==> src/ptt_pkg.sv <==
// shared types and constants of the priority timer table
package ptt_pkg;

	localparam int NUM_SLOTS = 32;
	localparam int SLOT_W = $clog2(NUM_SLOTS);
	localparam int PRIORITY_LEVELS = 3;
	localparam int PRIO_W = 2;
	localparam int ITV_W = 22;
	localparam int TIME_W = 48;
	localparam int WORD_W = 32;
	localparam logic [ITV_W-1:0] MAX_ITV_RST = 22'd3600000;
	localparam logic [PRIO_W-1:0] ADD_PRIO = (PRIORITY_LEVELS > 1) ? 2'd1 : 2'd0;

	typedef enum logic [3:0] {
		CMD_ADD = 4'd0,
		CMD_DROP = 4'd1,
		CMD_SUSPEND = 4'd2,
		CMD_RESUME = 4'd3,
		CMD_SET_PRIO = 4'd4,
		CMD_SET_ITV = 4'd5,
		CMD_TICK = 4'd6,
		CMD_NEXT = 4'd7,
		CMD_FIND = 4'd8,
		CMD_CLEAR = 4'd9
	} cmd_t;

	typedef enum logic [1:0] {
		ST_OK = 2'd0,
		ST_INVALID = 2'd1,
		ST_NOT_FOUND = 2'd2
	} status_t;

	typedef enum logic [1:0] {
		S_IDLE,
		S_SCAN,
		S_END
	} state_t;

	typedef enum logic [1:0] {
		MODE_TICK,
		MODE_NEXT,
		MODE_FIND
	} scan_mode_t;

	typedef struct packed {
		logic [PRIO_W-1:0] prio;
		logic [WORD_W-1:0] age;
		logic [TIME_W-1:0] deadline;
	} cand_t;

endpackage

==> src/ptt_cmp.sv <==
// shared ordering comparator used by every scan step
module ptt_cmp
	import ptt_pkg::*;
(
	input scan_mode_t mode,
	input cand_t cand,
	input cand_t best,
	output logic better
);

	logic first;

	// priority level first, then insertion age
	always_comb begin
		first = (cand.prio < best.prio) ||
			((cand.prio == best.prio) && (cand.age < best.age));
	end

	always_comb begin
		unique case (mode)
			MODE_TICK: better = first;
			MODE_NEXT: better = (cand.deadline < best.deadline) ||
				((cand.deadline == best.deadline) && first);
			default: better = 1'b0;
		endcase
	end

endmodule

==> config.mk <==
export PLATFORM = sky130hd
export DESIGN_NAME = ptt_cmp
export DESIGN_NICKNAME = d
export VERILOG_FILES = /design/src/ptt_pkg.sv /design/src/ptt_cmp.sv
export SDC_FILE = /design/constraint.sdc
export NUM_CORES = 1
export LEC_CHECK = 0
export BUFFER_PORTS_ARGS = -buffer_cell sky130_fd_sc_hd__buf_2
export CAP_MARGIN = 10
export CELL_PAD_IN_SITES_DETAIL_PLACEMENT = 0
export CELL_PAD_IN_SITES_GLOBAL_PLACEMENT = 1
export CORE_ASPECT_RATIO = 0.7
export CORE_MARGIN = 8
export CORE_UTILIZATION = 27
export DETAILED_ROUTE_END_ITERATION = 16
export PLACE_DENSITY_LB_ADDON = 0.1
export SLEW_MARGIN = 20
export SYNTH_ARGS = -nofsm -noshare
export SYNTH_HDL_FRONTEND = slang
export SYNTH_SLANG_ARGS = --single-unit
==> constraint.sdc <==
create_clock -name vclk -period 3.6
set_input_delay 0.9 -clock vclk [all_inputs]
set_output_delay 0.9 -clock vclk [all_outputs]
set_load 0.02 [all_outputs]
# ---- After elaboration in Yosys (flattened, before gate mapping)
# Cells that the tools add are included.
dict set report totals {
  register_bits 0
  in_bits 166
  out_inout_bits 1
  elab_cells 12
}
dict set report classes {
  n_lt_le_gt_ge 3
  eq_ne 3
  muxes 1
  reduce_logical 5
}
# cell n
set op_table {}
lappend op_table {{$eq 48x48->1} 1}
lappend op_table {{$lt 48x48->1} 1}
lappend op_table {{$lt 32x32->1} 1}
lappend op_table {{$eq 2x1->1 const B} 1}
lappend op_table {{$eq 2x2->1} 1}
lappend op_table {{$logic_and 1x1->1} 2}
lappend op_table {{$logic_not 2->1} 1}
lappend op_table {{$logic_or 1x1->1} 2}
lappend op_table {{$lt 2x2->1} 1}
lappend op_table {{$pmux 1 s2} 1}

# ---- Depth between registers and ports, before layout
dict set report logic_depth {
  word_depth 6
  ltp_mapped 8
  depth_no_buf 8
}

# ---- Worst setup path after synthesis
# Ideal clock, no wire load.
dict set report synth_timing {
  path_type {input-to-output}
  start {in best[12] in the netlist's numbering}
  end {out better}
  arrival_ns 2.722
  required_ns 2.700
  slack_ns -0.022
  path_stages 7
  path_cell_list {inv_1 > ha_1 > and4_4 > a211o_1 > a2111oi_1 > o31ai_1 > o32ai_1}
}
dict set report synth_via {
  elab_chain_len 4
}
# element line_no
set synth_rtl {}
lappend synth_rtl {{from (decl)} ptt_cmp.sv:7} ;# input cand_t best,
lappend synth_rtl {{parallel branches: the longest is 2 deep, another holds $lt 48x48->1} --}
lappend synth_rtl {{$logic_or 1x1->1 *} ptt_cmp.sv:22} ;# MODE_NEXT: better = (cand.deadline < best.deadline) ||
lappend synth_rtl {{$pmux 1 s2 *} ptt_cmp.sv:20} ;# unique case (mode)
lappend synth_rtl {{to (decl)} ptt_cmp.sv:8} ;# output logic better
# Mark *: on every way between the ends.

# ---- Worst setup path in the final report
dict set report layout_timing {
  start {in cand[24] in the netlist's numbering}
  end {out better}
}
dict set report layout_via {
  elab_chain_len 4
}
# element line_no
set layout_rtl {}
lappend layout_rtl {{from (decl)} ptt_cmp.sv:6} ;# input cand_t cand,
lappend layout_rtl {{parallel branches: the longest is 2 deep, another holds $lt 48x48->1} --}
lappend layout_rtl {{$logic_or 1x1->1 *} ptt_cmp.sv:22}
lappend layout_rtl {{$pmux 1 s2 *} ptt_cmp.sv:20}
# Marks and branches as above.

==> flow_summary.rst <==
.. list-table::
   :header-rows: 1

   * - Metric
     - Value
   * - Detailed placer's ending HPWL
     - 6715 µm
   * - Sort of element at the start of the critical path
     - input port
   * - Type of element capturing the critical path
     - output pin
   * - Layout cell share with drive strength beyond 1
     - 48.10%
   * - Critical path data arrival time
     - 2.74 ns
   * - Final critical-path required period
     - 3.642 ns
   * - Number of buffers added to fix hold violations after cts
     - 0
   * - Wire length after detailed routing
     - 7336 µm
   * - IO Pins
     - 167
   * - Vert. Die Dim
     - 89.52 µm
   * - Crit share post-route
     - 101.2%
   * - Maximum number of pins on one net before global-route repair
     - 4
   * - Worst EP required
     - 2.70 ns
   * - Worst setup slack after layout
     - -0.04187 ns
   * - Total Routing Usage GR
     - 12.14%
   * - Antenna violations before repair
     - 0
   * - Area enclosed by the die boundary
     - 10830 µm²
   * - DRC marker count from the first detailed-route iteration
     - 28
   * - Number of port buffers
     - 167
   * - Kind of critical path
     - in2out
   * - Cell area after technology mapping
     - 2084 µm²
   * - Average footprint of a synthesized cell
     - 7.090 µm²
   * - FF+latch count
     - 0
   * - Worst hold path endpoint
     - better
   * - First-pass DRT Iterations
     - 4
   * - Post-Place Setup Slack
     - -0.09884 ns
   * - Fmax
     - 274.6 MHz
   * - Wire length per cell
     - 12.83 µm
   * - Cell repeated most along the worst path
     - buf_4
   * - Detailed-route DRC error count
     - 0
   * - Count of clock-net buffers in the final layout
     - 0
   * - Net count reported at finish
     - 723
   * - Average via count per standard cell
     - 4.449
   * - Unrepaired setup endpoints after global routing
     - yes
   * - Number of routed nets with antenna violations
     - 0
   * - Status
     - finished, violations left
   * - N_diodes
     - 0
   * - Count of pins over their slew limit
     - 0
   * - PD cells
     - 101.6 nW/µm²
   * - Sequential-to-total area share from yosys stat
     - 0%
   * - Worst IR Drop VDD
     - 0.03911 mV
   * - Post-Syn Nets
     - 541
   * - Total of max-cap violations
     - 0
   * - Core box area
     - 7385 µm²
   * - Chip Width
     - 121.0 µm
   * - Startpoint of the worst hold path
     - mode[0]
   * - Post-synth cell types
     - 33
   * - Placer congestion estimate
     - 0.7655
   * - Headroom to the max-slew limit
     - 77.07%
   * - Transition time at the pin with the least slew margin
     - 0.3433 ns
   * - Total power consumption of the routed design
     - 0.3584 mW
   * - Cell count of the worst hold path
     - 5
   * - Worst-path cell with the longest stage delay
     - nor4_1
   * - Failing checks
     - setup timing
   * - Worst hold-check slack
     - 2.265 ns
   * - Vias in the first global route
     - 2671
   * - Final setup viols
     - 1
   * - Static leakage power
     - 2.043 nW
   * - Gr ovfl total
     - 0
   * - Effective utilization at floorplan
     - 28.23%
   * - Type of the worst min-delay path
     - in2out
   * - Synthesis warning total
     - 0
   * - Series of cell instances along the critical path
     - buf_2, ha_4, nand4_1, nor4_1, buf_4, nand4_1, buf_4, o31ai_4, o32ai_2, buf_4
   * - Area growth, synth to finish
     - 69.21%
   * - Count of endpoints failing hold in the final timing report
     - 0
   * - Vias after detailed routing
     - 2545
   * - Global-route wire length before repair
     - 11330 µm
   * - Critical path peak fanout
     - 3
   * - Area taken by flip-flops and latches
     - 0 µm²
   * - Maximum cell stage delay along the critical path
     - 0.28 ns
   * - Number of standard cells after synthesis
     - 294
   * - Rows
     - 26
synth_stat cells:
cell       instances  area, µm²
a2111oi_1          2      20.02
a2111oi_4          1      27.53
a211o_1            1      8.760
a211oi_1           2      15.01
a21boi_0           1      7.510
a21o_1             3      22.52
a21oi_1           28      140.1
a221oi_1           2      17.52
a22oi_1            1      7.510
a31o_2             1      8.760
a31oi_1            1      6.260
and3_1             2      12.51
and4_4             1      11.26
and4b_1            1      10.01
ha_1              81       1013
inv_1             83      311.6
nand2_1           19      71.32
nand2b_1           1      6.260
nand2b_4           1      13.76
nand3_1            9      45.04
nand3b_1           1      7.510
nand4_1           15      93.84
nor2_1            11      41.29
nor2b_1            1      6.260
nor3_1             3      15.01
nor4_1             2      12.51
nor4_2             1      12.51
o211ai_1           3      22.52
o21a_1             2      15.01
o21ai_0            7      35.03
o21ai_1            3      15.01
o31ai_1            3      22.52
o32ai_1            1      8.760
placed cells by master, fill, tap and decap left out, types with 7 or more instances in the layout:
cell       n
a21oi_1   27
buf_2    153
buf_4     14
buf_6     13
ha_1      63
ha_4      18
inv_1     67
inv_2     16
nand2_1   19
nand3_1    8
nand4_1   15
nor2_1    11
o21ai_0    7
cell type report:
type / instances / area (µm²)
timing repair buffer: 180 / 1017
inverter: 83 / 311.5
multi-input combinational: 211 / 2076
fill: 750 / 3857
tap: 98 / 122.6
repair_timing:
item | 4_1_cts | 5_1_grt
buffers inserted | 5 | 1
hold endpoints to repair | 0 | 0
resized for setup | 25 | 34
pin swaps | 12 | 19
setup endpoints to repair | 1 | 1
per-layer routing:
metal	share of wire [%]	global-route usage, %	up-vias
met2	47	21.45	86
met3	8.8	2.902	0
met5	0	0	-
met1	44	15.51	1070
li1	-	-	1389
met4	0	0	0
critical path: cells and delay by family:
kind            cells  cell delay, ns
buf+inv             4            0.66
simple gates        3            0.58
compound gates      2            0.34
fa+ha+maj           1            0.26
worst max-delay path by stage:
stage	startpoint	endpoint	slack, ns	depth (start not counted)
finish	cand[24]	better	-0.04	10
floorplan	best[12]	better	0.16	7
CTS	best[19]	better	0.0005	11
detailed placement	cand[49]	better	-0.1	8
global route	best[21]	better	-0.1	11
global placement	cand[13]	better	-0.11	9
cell families (layout without fill, tap and decap cells):
kind of cell               count (synthesis)  count (layout)  share of synthesized area (%)
and+or+nand+nor                           68              68                          17.23
AOI/OAI and AO/OA                         62              62                          19.21
buffers and inverters                     83             263                          14.95
adders and majority gates                 81              81                          48.62
stage by stage:
stage | cells | util, % | cell area (µm²) | setup TNS, ns
6_report | 572 | 47.76 | 3527 | -0.04187
5_1_grt | 572 | 47.76 | 3527 | -0.09681
4_1_cts | 571 | 44.58 | 3292 | 0
3_3_place_gp | 566 | 42.02 | 3103 | -0.1105
3_5_place_dp | 566 | 42.02 | 3103 | -0.09884
2_1_floorplan | 294 | - | 2092 | 0
power breakdown:
part           switching [mW]  internal [mW]
sequential                  0              0
combinational           0.162          0.197
clock                       0              0
Power figures use the tool's default switching activity.
